==> config.mk <==
export PLATFORM = sky130hd
export DESIGN_NAME = shell_quote_tokenizer
export DESIGN_NICKNAME = d
export VERILOG_FILES = /design/src/stq_pkg.sv /design/src/stq_front.sv /design/src/stq_queue.sv /design/src/stq_back.sv /design/src/shell_quote_tokenizer.sv
export SDC_FILE = /design/constraint.sdc
export NUM_CORES = 1
export LEC_CHECK = 0
export BUFFER_PORTS_ARGS = -buffer_cell sky130_fd_sc_hd__buf_2
export CORE_UTILIZATION = 60
export CTS_CLUSTER_DIAMETER = 100
export CTS_CLUSTER_SIZE = 14
export DETAILED_ROUTE_END_ITERATION = 6
export GPL_TIMING_DRIVEN = 0
export HOLD_SLACK_MARGIN = 0.08
export PLACE_DENSITY = 0.89
export RECOVER_POWER = 100
export REMOVE_ABC_BUFFERS = 1
export SYNTH_ARGS = -nofsm -noshare
export SYNTH_HDL_FRONTEND = slang
export SYNTH_SLANG_ARGS = --single-unit
==> constraint.sdc <==
create_clock -name clk -period 3.4 [get_ports clk]
set_clock_uncertainty 0.1 [all_clocks]
set_input_delay 0.17 -clock clk [delete_from_list [all_inputs] [get_ports clk]]
set_output_delay 0.17 -clock clk [all_outputs]
set_load 0.03 [all_outputs]
==> src/stq_pkg.sv <==
// Package for the shell quote tokenizer: item types, character codes, queue sizing.
`default_nettype none

package stq_pkg;

    localparam logic [7:0] BSL = 8'h5C;
    localparam logic [7:0] SQ  = 8'h27;
    localparam logic [7:0] DQ  = 8'h22;

    localparam logic [1:0] MODE_NONE   = 2'd0;
    localparam logic [1:0] MODE_SINGLE = 2'd1;
    localparam logic [1:0] MODE_DOUBLE = 2'd2;

    localparam int QDEPTH = 4;
    localparam int QAW    = $clog2(QDEPTH);
    localparam int QCW    = QAW + 1;

    typedef struct packed {
        logic       kind;
        logic [7:0] ch;
    } in_item_t;

    typedef struct packed {
        logic [7:0] out_byte;
        logic       word_end;
        logic       line_done;
        logic       last;
    } out_item_t;

    typedef struct packed {
        logic [7:0] out_byte;
        logic       word_end;
        logic       line_done;
    } res_t;

    // One classified item: one result, or a pair when pair is set.
    typedef struct packed {
        logic pair;
        res_t r0;
        res_t r1;
    } cmd_t;

    function automatic logic is_space(input logic [7:0] c);
        is_space = ((c >= 8'd9) && (c <= 8'd13)) || (c == 8'd32);
    endfunction

endpackage

`default_nettype wire

==> src/stq_front.sv <==
// Front end: takes input items, tracks quote/escape/word state, classifies into commands.
`default_nettype none

module stq_front (
    input  wire logic             clk,
    input  wire logic             rst_n,
    input  wire logic             push,
    output logic                  full,
    input  wire stq_pkg::in_item_t item,
    input  wire logic             q_full,
    output logic                  q_wr,
    output stq_pkg::cmd_t         q_data
);

    logic [1:0] mode_reg, mode_next;
    logic       esc_reg, esc_next;
    logic       open_reg, open_next;
    logic       emit;
    logic       accept;
    logic [7:0] c;

    assign c      = item.ch;
    assign full   = q_full;
    assign accept = push && !q_full;
    assign q_wr   = accept && emit;

    always_comb
    begin
        mode_next = mode_reg;
        esc_next  = esc_reg;
        open_next = open_reg;
        q_data    = '0;
        emit      = 1'b0;
        if (item.kind)
        begin
            // end of line: close an open word, then mark the line done
            emit = 1'b1;
            if (open_reg)
            begin
                q_data.pair        = 1'b1;
                q_data.r0.word_end = 1'b1;
                q_data.r1.line_done = 1'b1;
            end
            else
            begin
                q_data.r0.line_done = 1'b1;
            end
            mode_next = stq_pkg::MODE_NONE;
            esc_next  = 1'b0;
            open_next = 1'b0;
        end
        else if (esc_reg)
        begin
            emit = 1'b1;
            if (mode_reg == stq_pkg::MODE_DOUBLE && c != stq_pkg::DQ && c != stq_pkg::BSL)
            begin
                q_data.pair        = 1'b1;
                q_data.r0.out_byte = stq_pkg::BSL;
                q_data.r1.out_byte = c;
            end
            else
            begin
                q_data.r0.out_byte = c;
            end
            open_next = 1'b1;
            esc_next  = 1'b0;
        end
        else if (mode_reg == stq_pkg::MODE_SINGLE)
        begin
            if (c == stq_pkg::SQ)
            begin
                mode_next = stq_pkg::MODE_NONE;
            end
            else
            begin
                emit               = 1'b1;
                q_data.r0.out_byte = c;
                open_next          = 1'b1;
            end
        end
        else if (mode_reg == stq_pkg::MODE_DOUBLE)
        begin
            if (c == stq_pkg::BSL)
            begin
                esc_next = 1'b1;
            end
            else if (c == stq_pkg::DQ)
            begin
                mode_next = stq_pkg::MODE_NONE;
            end
            else
            begin
                emit               = 1'b1;
                q_data.r0.out_byte = c;
                open_next          = 1'b1;
            end
        end
        else
        begin
            if (c == stq_pkg::BSL)
            begin
                esc_next = 1'b1;
            end
            else if (c == stq_pkg::SQ)
            begin
                mode_next = stq_pkg::MODE_SINGLE;
            end
            else if (c == stq_pkg::DQ)
            begin
                mode_next = stq_pkg::MODE_DOUBLE;
            end
            else if (stq_pkg::is_space(c))
            begin
                emit               = open_reg;
                q_data.r0.word_end = 1'b1;
                open_next          = 1'b0;
            end
            else
            begin
                emit               = 1'b1;
                q_data.r0.out_byte = c;
                open_next          = 1'b1;
            end
        end
    end

    always_ff @(posedge clk or negedge rst_n)
    begin
        if (!rst_n)
        begin
            mode_reg <= stq_pkg::MODE_NONE;
            esc_reg  <= 1'b0;
            open_reg <= 1'b0;
        end
        else if (accept)
        begin
            mode_reg <= mode_next;
            esc_reg  <= esc_next;
            open_reg <= open_next;
        end
    end

endmodule

`default_nettype wire

==> src/stq_queue.sv <==
// Short command queue between front and back ends.
`default_nettype none

module stq_queue (
    input  wire logic          clk,
    input  wire logic          rst_n,
    input  wire logic          wr_en,
    input  wire stq_pkg::cmd_t wr_data,
    output logic               full,
    input  wire logic          rd_en,
    output stq_pkg::cmd_t      rd_data,
    output logic               empty
);

    stq_pkg::cmd_t                 mem_reg [stq_pkg::QDEPTH];
    logic [stq_pkg::QAW-1:0]       wr_ptr_reg, rd_ptr_reg;
    logic [stq_pkg::QCW-1:0]       count_reg, count_next;
    logic                          do_wr, do_rd;

    assign full    = (count_reg == stq_pkg::QCW'(stq_pkg::QDEPTH));
    assign empty   = (count_reg == '0);
    assign do_wr   = wr_en && !full;
    assign do_rd   = rd_en && !empty;
    assign rd_data = mem_reg[rd_ptr_reg];

    always_comb
    begin
        count_next = count_reg;
        if (do_wr && !do_rd)
        begin
            count_next = count_reg + 1'b1;
        end
        else if (do_rd && !do_wr)
        begin
            count_next = count_reg - 1'b1;
        end
    end

    always_ff @(posedge clk)
    begin
        if (do_wr)
        begin
            mem_reg[wr_ptr_reg] <= wr_data;
        end
    end

    always_ff @(posedge clk or negedge rst_n)
    begin
        if (!rst_n)
        begin
            wr_ptr_reg <= '0;
            rd_ptr_reg <= '0;
            count_reg  <= '0;
        end
        else
        begin
            if (do_wr)
            begin
                wr_ptr_reg <= wr_ptr_reg + 1'b1;
            end
            if (do_rd)
            begin
                rd_ptr_reg <= rd_ptr_reg + 1'b1;
            end
            count_reg <= count_next;
        end
    end

endmodule

`default_nettype wire

==> src/stq_back.sv <==
// Back end: expands commands into one or two results and holds them in the output register.
`default_nettype none

module stq_back (
    input  wire logic          clk,
    input  wire logic          rst_n,
    input  wire stq_pkg::cmd_t head,
    input  wire logic          q_empty,
    output logic               q_rd,
    output logic               empty,
    input  wire logic          pop,
    output stq_pkg::out_item_t result
);

    logic               valid_reg, valid_next;
    logic               sub_reg, sub_next;
    stq_pkg::out_item_t result_reg;
    stq_pkg::res_t      sel;
    logic               load;
    logic               last_flag;

    assign empty     = !valid_reg;
    assign result    = result_reg;
    assign load      = (!valid_reg || pop) && !q_empty;
    assign sel       = sub_reg ? head.r1 : head.r0;
    assign last_flag = !(head.pair && !sub_reg);
    // retire the queue entry only once its final result is loaded
    assign q_rd      = load && last_flag;

    always_comb
    begin
        valid_next = valid_reg;
        sub_next   = sub_reg;
        if (load)
        begin
            valid_next = 1'b1;
            sub_next   = !last_flag;
        end
        else if (pop)
        begin
            valid_next = 1'b0;
        end
    end

    always_ff @(posedge clk)
    begin
        if (load)
        begin
            result_reg <= {sel.out_byte, sel.word_end, sel.line_done, last_flag};
        end
    end

    always_ff @(posedge clk or negedge rst_n)
    begin
        if (!rst_n)
        begin
            valid_reg <= 1'b0;
            sub_reg   <= 1'b0;
        end
        else
        begin
            valid_reg <= valid_next;
            sub_reg   <= sub_next;
        end
    end

endmodule

`default_nettype wire

==> src/shell_quote_tokenizer.sv <==
// Top level of the shell quote tokenizer: front end, command queue, back end.
//
//   channel | handshake        | payload
//   --------+------------------+--------------------------------------------
//   item    | push / full      | in_item_t: kind, ch
//   result  | empty / pop      | out_item_t: out_byte, word_end, line_done, last
//
// One item is taken per cycle while the queue has room; its first result goes through the
// queue register and then into the output register, once that register is free.
// An item with two results (word close at end of line, kept backslash in double quotes)
// fills the output register twice before its queue entry is retired.
// full rises only when the queue holds four commands; items with no result take no slot but wait while it is full.
// Reset clears quote mode, escape and word flags, the queue and the output valid flag.
`default_nettype none

module shell_quote_tokenizer (
    input  wire logic              clk,
    input  wire logic              rst_n,
    input  wire logic              push,
    output logic                   full,
    input  wire stq_pkg::in_item_t item,
    output logic                   empty,
    input  wire logic              pop,
    output stq_pkg::out_item_t     result
);

    stq_pkg::cmd_t wr_cmd, head_cmd;
    logic          q_wr, q_rd, q_full, q_empty;

    stq_front u_front (
        .clk    (clk),
        .rst_n  (rst_n),
        .push   (push),
        .full   (full),
        .item   (item),
        .q_full (q_full),
        .q_wr   (q_wr),
        .q_data (wr_cmd)
    );

    stq_queue u_queue (
        .clk     (clk),
        .rst_n   (rst_n),
        .wr_en   (q_wr),
        .wr_data (wr_cmd),
        .full    (q_full),
        .rd_en   (q_rd),
        .rd_data (head_cmd),
        .empty   (q_empty)
    );

    stq_back u_back (
        .clk     (clk),
        .rst_n   (rst_n),
        .head    (head_cmd),
        .q_empty (q_empty),
        .q_rd    (q_rd),
        .empty   (empty),
        .pop     (pop),
        .result  (result)
    );

endmodule

`default_nettype wire

# == Word-level counts from Yosys, hierarchy flattened ==
# Memories as Yosys holds them, arrays and structs flattened.
# Cells that the tools add are included.
# classes
n_addsub,4
order_cmp,2
eq_ne,18
n_mux,70
n_reduce_logical,27
# op_table
operator,count
$mux W8,12
$mux W1,42
$mux W9,3
$eq A8 B6 Y1 const B,3
$mux W2,10
$logic_and A1 B1 Y1,12
$ne A4 B3 Y1 const B,3
$reduce_and A6 Y1,2
$mux W10,1
$eq A8 B7 Y1 const B,1
$ge A8 B4 Y1 const B,1
$le A8 B4 Y1 const B,1
$ne A8 B6 Y1 const B,1
$ne A8 B7 Y1 const B,1
$logic_not A1 Y1,7
$mux W3,2
$ne A5 B2 Y1 const B,1
$ne A5 B3 Y1 const B,1
$add A2 B1 Y2 const B,2
$ne A4 B2 Y1 const B,1
$reduce_bool A2 Y1,2
$add A3 B1 Y3 const B,1
$eq A3 B3 Y1 const B,1
$logic_not A3 Y1,1
other kinds (8),9
# totals
reg_bits,24
ram_bits,80
in_bits,13
wordCells,134
mem_count,1
# memory_table
memory,depth,word_bits,read_ports,rd_ports_with_merged_regs,wr,line_no,rtl
u_queue.mem_reg,4,20,1,0,1,stq_queue.sv:15,stq_pkg::cmd_t mem_reg [stq_pkg::QDEPTH];

# == Logic depth before layout (Yosys ltp) ==
# Gate-level depths: netlist of run 1.
# logic_depth
word_depth,17
ltp_mapped,11

# == Cells and area by module ==
# Synthesis of run 1 repeated with hierarchy kept, for this count alone.
# unflattened
cells_unflattened,288
area_unflattened_um2,4874.7
# by_module_without_submodules
module,instances,cells_per_inst,area_each_um2,seq_area_each_um2
stq_queue,1,147,3472.1,2697.6
stq_front,1,109,815.8,100.1
stq_back,1,32,586.8,380.4

# == Worst setup path before layout of run 1 ==
# No wires, ideal clock.
# synth_path
path_kind,reg-to-reg
startpoint,reg u_queue.count_reg[0] (netlist name)
endpoint,reg u_queue.count_reg[1] (netlist name)
arrival_ns,2.685
t_required_ns,3.175
setup_slack_ns,0.490
stages_incl_launch_ff,9
path_buffers,0
synth_period_minus_slack_ns,2.910
path_cell_list,dfrtp_1 nor3b_1 or2b_4 a21oi_1 o31a_1 ha_1 inv_1 fa_1 mux2_2
# synth_via
elab_cells_between_ends,19
classes_between,2 x add/sub; 1 x eq/ne; 2 x mux; 14 x reduce/logical
# synth_lines
item,line_no,rtl
from (decl),stq_queue.sv:17,"logic [stq_pkg::QCW-1:0] count_reg, count_next;"
from (signal assigned),stq_queue.sv:65,count_reg <= count_next;
$eq A3 B3 Y1 (*),stq_queue.sv:20,assign full = (count_reg == stq_pkg::QCW'(stq_pkg::QDEPTH));
net full,shell_quote_tokenizer.sv:20,"output logic full,"
$logic_not A1 Y1 (*),"stq_front.sv:24, stq_queue.sv:22",
$logic_and A1 B1 Y1,stq_front.sv:24,assign accept = push && !q_full;
$logic_and A1 B1 Y1,stq_front.sv:25,assign q_wr = accept && emit;
$logic_and A1 B1 Y1 (*),stq_queue.sv:22,assign do_wr = wr_en && !full;
net u_queue.do_wr,stq_queue.sv:18,"logic do_wr, do_rd;"
$logic_and A1 B1 Y1 (*),stq_queue.sv:29,if (do_wr && !do_rd)
$mux W3 (*),stq_queue.sv:29,
"net u_queue.count_next, one bit",stq_queue.sv:17,
# The timed path passes the listed nets; every way through them passes the cells marked *. The select of a mux whose other input is x is not followed.
# A chain may end at the register's enable or synchronous reset.

# == Worst setup path after layout of run 1 ==
# layout_path
startpoint,reg u_queue.rd_ptr_reg[1] (netlist name)
endpoint,reg u_queue.count_reg[2] (netlist name)
# layout_via
elab_chain_len,8
elab_cells_between_ends,10
classes_between,1 x mux; 8 x reduce/logical; 1 x memory
# layout_rtl
item,line_no,rtl
from (decl),stq_queue.sv:16,"logic [stq_pkg::QAW-1:0] wr_ptr_reg, rd_ptr_reg;"
from (signal assigned),stq_queue.sv:63,rd_ptr_reg <= rd_ptr_reg + 1'b1;
$mem_v2 Z4 W20 (*),n/a,
$logic_and A1 B1 Y1 (*),stq_back.sv:26,assign last_flag = !(head.pair && !sub_reg);
$logic_not A1 Y1 (*),stq_back.sv:26,
net u_back.last_flag,stq_back.sv:20,logic last_flag;
$logic_and A1 B1 Y1 (*),stq_back.sv:28,assign q_rd = load && last_flag;
$logic_and A1 B1 Y1 (*),stq_queue.sv:23,assign do_rd = rd_en && !empty;
$logic_not A1 Y1,stq_queue.sv:29,
$logic_and A1 B1 Y1,stq_queue.sv:29,
$mux W3 or $reduce_bool A2 Y1 (tied branches),n/a,
# The timed path passes the listed nets; every way through them passes the cells marked *.

==> results of run 1 <==
## synthesized netlist by cell type, drive strengths merged (3+ instances only)
library cell	number	area [µm²]
mux4	20	450
xor2	3	26.3
nor4b	3	26.3
mux2	11	124
buf	6	42.5
o21ai	5	25.0
dfrtp	13	325
xnor2	3	26.3
a2111oi	3	38.8
nor2	9	41.3
or3	3	23.8
nor3	7	35.0
clkbuf	5	28.8
edfxtp	91	2730
ha	5	62.6
a21oi	11	58.8
nand2	8	30.0
o31ai	4	30.0
inv	11	41.3
nor2b	6	37.5
or2	3	18.8
nor3b	3	22.5
a211oi	3	22.5
and2	11	70.1
## cell families after synthesis
family	count (synthesis)	share of synthesized area
flip-flops	104	0.663
AND/OR/NAND/NOR	69	0.0985
AO/OA/AOI/OAI	37	0.0578
multiplexers	32	0.127
buffers and inverters	22	0.0244
XOR/XNOR	6	0.0114
adder cells (fa/ha/maj)	6	0.0179
## stage by stage
step | TNS [ps] | worst slack, ps | instances | hold slack (ps) | total power [mW]
floorplan | 0 | 327 | 265 | -226 | 2.89
global placement | -38.3 | -38.3 | 389 | -21.7 | 3.16
detailed placement | -211 | -154 | 389 | -22.0 | 3.25
CTS | 0 | 44.6 | 407 | 119 | 3.89
global route | 0 | 123 | 407 | 155 | 4.03
finish | 0 | 298 | 407 | 128 | 3.84
## per-layer routing
metal	GRT usage	wire length, µm
met4	0.120	172
met2	0.375	4040
met1	0.299	3370
met5	0	0
met3	0.0439	434
## area by class of cell
| class | instances | area (µm²) | share of cell area |
|---|---|---|---|
| Sequential cell | 104 | 3060 | 0.618 |
| Multi-Input combinational cell | 150 | 1430 | 0.290 |
| Clock buffer | 11 | 131 | 0.0265 |
| Timing Repair Buffer | 27 | 128 | 0.0258 |
| Tap cell | 99 | 124 | 0.0250 |
| Inverter | 11 | 41.3 | 0.00834 |
| Clock inverter | 5 | 32.5 | 0.00657 |
## worst max path at each step
stage / endpoint
finish: u_queue.count_reg[2]
CTS: u_queue.count_reg[1]
detailed placement: u_queue.count_reg[1]
floorplan: u_queue.count_reg[1]
global route: u_queue.count_reg[2]
global placement: u_queue.count_reg[1]
## power by group through the flow
stage	Combinational, mW	Sequential, mW	Clock (mW)
4_1_cts	1.15	2.07	0.669
6_report	1.11	2.06	0.668
5_1_grt	1.21	2.11	0.717
2_1_floorplan	0.749	2.15	0
3_5_place_dp	1.15	2.10	0
3_3_place_gp	1.10	2.06	0
## critical path, stage by stage (launching register included)
cell and delay, ps:
dfrtp_1 1000, mux4_2 400, nand2b_1 80, and2_0 230, inv_1 80, ha_1 190
inv_1 70, fa_1 430, xor2_1 180, nor2_1 110, xor2_1 150
## timing repair
| action | CTS | global route |
|---|---|---|
| setup endpoints to repair | 2 | 0 |
| setup buffers | 0 | 0 |
| resized for setup | 1 | 0 |
| hold endpoints to repair | 14 | 0 |
| hold buffers | 2 | 0 |
==> out/qor.yml, run 1 <==
p_seq_frac: 0.535
grt_max_degree: 23
routed_wl_mm: 8.01
synth_cell_types: 60
grt_pass1_wl_mm: 12.8
grt_pass1_vias: 2476
holdPathEnd: "u_front.mode_reg[0]"
viasPerCell: 6.11
h-tree-depth: 3
report.final.slew_viol_count: 0
hp-class: "primary input to flop"
postPlaceCellArea_mm2: 0.00479
peakVddDrop_mv: 0.470
swShare: 0.325
path_class: "flop to flop"
min_from: "item[8]"
critical_path.max_fanout: 21
drcViolationCount: 0
die_h_um: 89.7
ys_seq_area_frac: 0.663
setup_viol: 0
internal_power_mw: 2.59
place_hpwl_mm: 5.18
drive_gt1_frac: 0.224
antenna_found_initial: 0
cellPowerDensity_mw_per_mm2: 775
slew-limit-headroom: 0.0510
clkTransAtPathRegs_ps: 90
r2r_end: "u_queue.count_reg[2]"
cp-end-kind: "flop"
worstMarginPinSlew_ps: 1390
min_path_cells: 2
insertion_delay_ps: 370
largest_reg_flops: 80
r2r_cells: 10
status: "complete, no violations"
max_freq_mhz: 322
clockPowerShare: 0.174
final_cell_mix: "edfxtp_1, mux4_2, clkbuf_1"
fin_crit_sh: 0.912
routabilityCongestion: 0.935
syn-cell-area_mm2: 0.00461
dieArea_mm2: 0.00804
cts_max_path_buffers: 2
cts_root_buf: "clkbuf_8"
core_mm2: 0.00733
r2r_slack_ps: 300
final_common_cell: "edfxtp_1"
layout.nets: 322
cts_tree: "done"
num_vias: 2487
ys.flop_type: "edfxtp_1"
p_comb_frac: 0.290
port_buffers: 25
hold_violations: 0
start_util: 0.629
wl_per_cell_um: 19.7
start_kind: "flop"
syn_area_per_cell_um2: 16.7
final_core_util: 0.675
first_iter_violations: 162
min_period_ps: 3100
async_reset_ff_frac: 0.125
cts_buffers: 9
fp.dieW_um: 89.7
n_fill_cell: 493
grt_overflow: 0
max-cap-violations: 0
ys_seq_elements: 104
antenna_cells: 0
p_sw_mw: 1.25
reg2reg_from: "u_queue.rd_ptr_reg[1]"
grt_usage: 0.230
p_leak_nw: 1.68
final_antenna_net_count: 0
rows: 31
yosys_warnings: 0
synthToLayoutAreaGrowth_pct: 7.35
synth_cells: 276
synth_edf_count: 91
postLayoutCellArea_mm2: 0.00495
ioPinCount: 26
crit_path_start: "u_queue.rd_ptr_reg[1]"
worst_ep_required_time_ps: 3600
cts.sinks: 104
rsz0062_at_grt: "false"
arrival_ps: 3300
firstDrtPassIters: 4
Power figures use the tool's default switching activity.
==> run 2, diff against run 1 <==
--- a/config.mk
+++ b/config.mk
@@ -6,6 +6,7 @@
 export NUM_CORES = 1
 export LEC_CHECK = 0
 export BUFFER_PORTS_ARGS = -buffer_cell sky130_fd_sc_hd__buf_2
+export CORE_ASPECT_RATIO = 0.5
 export CORE_UTILIZATION = 60
 export CTS_CLUSTER_DIAMETER = 100
 export CTS_CLUSTER_SIZE = 14
==> out/qor.yml, run 2 (synthesis gave the netlist of run 1 again) <==
status: "finished with violations"
violations: "max-capacitance violations, max-slew violations"
cts_buffers: 9
cpPeakStageDelay_ps: 950
min_path_cells: 2
antenna_cells: 0
cp-end-kind: "flop"
reg2reg_from: "u_front.mode_reg[0]"
max-cap-violations: 1
grt_util_met3: 0.0787
setup_viol: 0
dpl_worst_slack_ps: -171
final.setup.worst_slack_ps: 237
grt_pass1_wl_mm: 14.7
wl_per_cell_um: 22.9
cts_max_path_buffers: 2
peakVddDrop_mv: 0.346
start_util: 0.625
layout.nets: 323
min_period_ps: 3160
cellPowerDensity_mw_per_mm2: 840
holdPathEnd: "u_front.mode_reg[0]"
p_leak_nw: 1.75
r2r_slack_ps: 240
viasPerCell: 6.60
die_h_um: 64.0
num_vias: 2672
slew-limit-headroom: -0.00221
grt_util_met1: 0.336
cts_setup_buffers: 0
report.final.slew_viol_count: 1
clkTransAtPathRegs_ps: 60
place_hpwl_mm: 5.68
grt_overflow: 0
dieArea_mm2: 0.00806
path_class: "flop to flop"
h-tree-depth: 3
drcViolationCount: 0
grt_util_met2: 0.405
critical_path.max_fanout: 20
firstDrtPassIters: 5
cp_slowest_cell: "and2_1"
hold_violations: 0
hp-class: "primary input to flop"
insertion_delay_ps: 350
cp_cell_sequence: "or2b_2 > a211oi_1 > o31a_1 > and2_1"
final_common_cell: "edfxtp_1"
routed_wl_mm: 9.28
arrival_ps: 3030
grt_pass1_vias: 2710
rows: 22
max_freq_mhz: 316
grt_usage: 0.258
synthToLayoutAreaGrowth_pct: 10.5
min_from: "item[8]"
routabilityCongestion: 0.924
port_buffers: 25
worst_ep_required_time_ps: 3260
cts_tree: "done"
final_antenna_net_count: 0
postPlaceCellArea_mm2: 0.00480
core_mm2: 0.00738
r2r_cells: 4
cts_root_buf: "clkbuf_16"
r2r_end: "u_queue.mem_reg[2][1]"
power_mw: 4.28
fp.dieW_um: 126
postLayoutCellArea_mm2: 0.00509
grt.busiest_layer: "met2"
drive_gt1_frac: 0.227
setup_tns_ps: 0
start_kind: "flop"
antenna_found_initial: 0
fin_crit_sh: 0.930
rsz0062_at_grt: "false"
ioPinCount: 26
worstMarginPinSlew_ps: 1470
final_cell_mix: "edfxtp_1, mux4_2, clkbuf_1"
cts.sinks: 104
grt_max_degree: 23
largest_reg_flops: 80
first_iter_violations: 327
run 2: worst max path at each step:
stage	start	to	slack, ps	cells after the start
after global routing	u_front.mode_reg[0]	u_queue.mem_reg[2][3]	40	4
after global placement	u_queue.rd_ptr_reg[0]	u_queue.count_reg[1]	-100	8
after floorplan	u_queue.rd_ptr_reg[0]	u_queue.count_reg[1]	330	8
after detailed placement	u_queue.rd_ptr_reg[0]	u_queue.count_reg[1]	-170	8
after CTS	u_front.mode_reg[0]	u_queue.mem_reg[0][1]	250	4
final	u_front.mode_reg[0]	u_queue.mem_reg[2][1]	240	4
run 2: what timing repair did:
item | CTS | global route
hold buffers | 2 | 0
resized for setup | 1 | 0
setup endpoints to repair | 2 | 0
hold endpoints to repair | 14 | 0
run 2: worst max-delay path: cells and delay by family, from the launching register on:
kind | cells | cell delay (ps)
DFF | 1 | 450
and+or+nand+nor | 2 | 1320
AOI/OAI and AO/OA | 2 | 910
run 2: area by class of cell:
cell class                 count  area (µm²)
clock buffer                  10         229
clock inverter                 6        72.6
fill                         469        2280
inverter                      11        41.3
multi-input combinational    150        1430
sequential                   104        3060
tap                           96         120
timing repair buffer          28         139
run 2: per-layer routing:
| layer | routed length [µm] | share of wire | up-vias |
|---|---|---|---|
| li1 | - | - | 1140 |
| met1 | 3770 | 0.41 | 1319 |
| met2 | 4430 | 0.48 | 175 |
| met3 | 810 | 0.087 | 38 |
| met4 | 269 | 0.029 | 0 |
| met5 | 0 | 0 | - |
run 2: per-stage QoR:
step / utilization / hold slack (ps) / std cells
after detailed placement: 0.651 / -17.3 / 387
after global routing: 0.691 / 189 / 405
final: 0.691 / 173 / 405
after CTS: 0.694 / 142 / 405
after global placement: 0.649 / -32.2 / 386
after floorplan: - / -226 / 265
run 2: report_power, final:
group,switching [mW],total [mW],internal [mW]
clock network,0.460,1.04,0.580
registers,0.278,2.07,1.80
logic,0.629,1.17,0.538
total,1.37,4.28,2.91
==> run 3, diff against run 2 <==
--- a/config.mk
+++ b/config.mk
@@ -11,7 +11,6 @@
 export CTS_CLUSTER_DIAMETER = 100
 export CTS_CLUSTER_SIZE = 14
 export DETAILED_ROUTE_END_ITERATION = 6
-export GPL_TIMING_DRIVEN = 0
 export HOLD_SLACK_MARGIN = 0.08
 export PLACE_DENSITY = 0.89
 export RECOVER_POWER = 100
==> out/qor.yml, run 3 (synthesis gave the netlist of run 1 again) <==
status: "finished with violations"
violations: "max-capacitance violations, max-slew violations"
start_kind: "flop"
place_hpwl_mm: 5.68
cellPowerDensity_mw_per_mm2: 824
ioPinCount: 26
routabilityCongestion: 0.900
min_from: "push"
path_class: "flop to flop"
start_util: 0.625
cts_tree: "done"
largest_reg_flops: 80
final_cell_mix: "edfxtp_1, mux4_2, clkbuf_1"
final_antenna_net_count: 0
cts_max_path_buffers: 2
cts_setup_buffers: 0
drive_gt1_frac: 0.235
p_leak_nw: 1.75
fp.dieW_um: 126
port_buffers: 25
slew-limit-headroom: -0.141
fin_crit_sh: 0.890
r2r_cells: 9
cpLargestDelayFamily: "compound AO/OA/AOI/OAI gates"
grt_pass1_vias: 2618
cp_cell_sequence: "or2b_2 > a211oi_1 > o31a_1 > ha_1 > inv_1 > fa_1 > xor2_1 > nor2_1 > xor2_1"
r2r_end: "u_queue.count_reg[2]"
hp-class: "primary input to flop"
setup_viol: 0
firstDrtPassIters: 5
arrival_ps: 3190
grt_usage: 0.248
cp-end-kind: "flop"
hold_violations: 0
wl_per_cell_um: 21.5
report.final.slew_viol_count: 22
min_period_ps: 3020
first_iter_violations: 327
antenna_cells: 0
insertion_delay_ps: 350
worstMarginPinSlew_ps: 1710
num_vias: 2601
worst_ep_required_time_ps: 3570
cts_resized: 0
grt_pass1_wl_mm: 14.2
setup_tns_ps: 0
rsz0062_at_grt: "false"
cts_root_buf: "clkbuf_16"
min_path_cells: 3
cts_buffers: 9
layout.nets: 329
r2r_slack_ps: 380
clkTransAtPathRegs_ps: 70
antenna_found_initial: 0
max_freq_mhz: 331
final_common_cell: "edfxtp_1"
path_common_cell: "xor2_1"
viasPerCell: 6.33
max-cap-violations: 1
h-tree-depth: 3
rows: 22
crit_buf_inv: 1
routed_wl_mm: 8.84
cpPeakStageDelay_ps: 480
place_inst: 393
final.setup.worst_slack_ps: 375
cp_slowest_cell: "a211oi_1"
core_mm2: 0.00738
grt_max_degree: 22
final_core_util: 0.692
dieArea_mm2: 0.00806
die_h_um: 64.0
fin_cells: 411
synthToLayoutAreaGrowth_pct: 10.7
cts-hold-fix-buffers: 2
peakVddDrop_mv: 0.344
dpl_worst_slack_ps: 407
critical_path.max_fanout: 7
reg2reg_from: "u_front.mode_reg[0]"
holdPathEnd: "u_front.esc_reg"
grt_overflow: 0
cts.sinks: 104
drcViolationCount: 0
run 3: cell count changes in the layout (fill, tap and decap cells not counted), moves of 2 or more:
cell	change
and2_0	+4
and2_1	-3
clkbuf_2	+4
inv_6	-2
run 3: worst max-delay path by stage:
stage | startpoint | endpoint | slack (ps) | cells after the start
floorplan | u_queue.rd_ptr_reg[0] | u_queue.count_reg[1] | 330 | 8
global placement | u_front.mode_reg[0] | u_queue.count_reg[2] | 550 | 9
detailed placement | u_front.mode_reg[0] | u_queue.count_reg[2] | 410 | 9
CTS | u_front.mode_reg[0] | u_queue.count_reg[2] | 380 | 9
global route | u_front.mode_reg[0] | u_queue.count_reg[2] | 130 | 9
finish | u_front.mode_reg[0] | u_queue.count_reg[2] | 380 | 9
run 3: area by class of cell:
cell class	count	area, µm²
flip-flops and latches	104	3060
fillers	466	2270
multi-input cells	150	1440
clock buffers	9	225
repair buffers	34	163
well taps	96	120
clock inverters	7	57.6
inverters	11	41.3
run 3: worst min-delay path, stage by stage:
cell and delay (ps):
buf_2 100, or2b_4 230, o31ai_1 80
run 3: power by group:
part	switching (mW)	internal (mW)	leakage, nW
sequential	0.148	1.79	1.01
combinational	0.744	0.551	0.603
clock	0.465	0.502	0.132
run 3: metrics by stage:
step           hold WS [ps]  power [mW]  area, µm²
3_5_place_dp          -12.4        3.29       4840
3_3_place_gp          -23.0        3.20       4840
6_report                175        4.20       5100
2_1_floorplan          -226        2.89       4540
5_1_grt                 172        4.40       5100
4_1_cts                 160        4.26       5140
run 3: metal layers:
layer / up-vias / global-route usage / share of wire
met1: 1297 / 0.326 / 0.41
met4: 0 / 0.102 / 0.016
met5: - / 0 / 0
li1: 1150 / - / -
met2: 138 / 0.387 / 0.49
met3: 16 / 0.0796 / 0.089
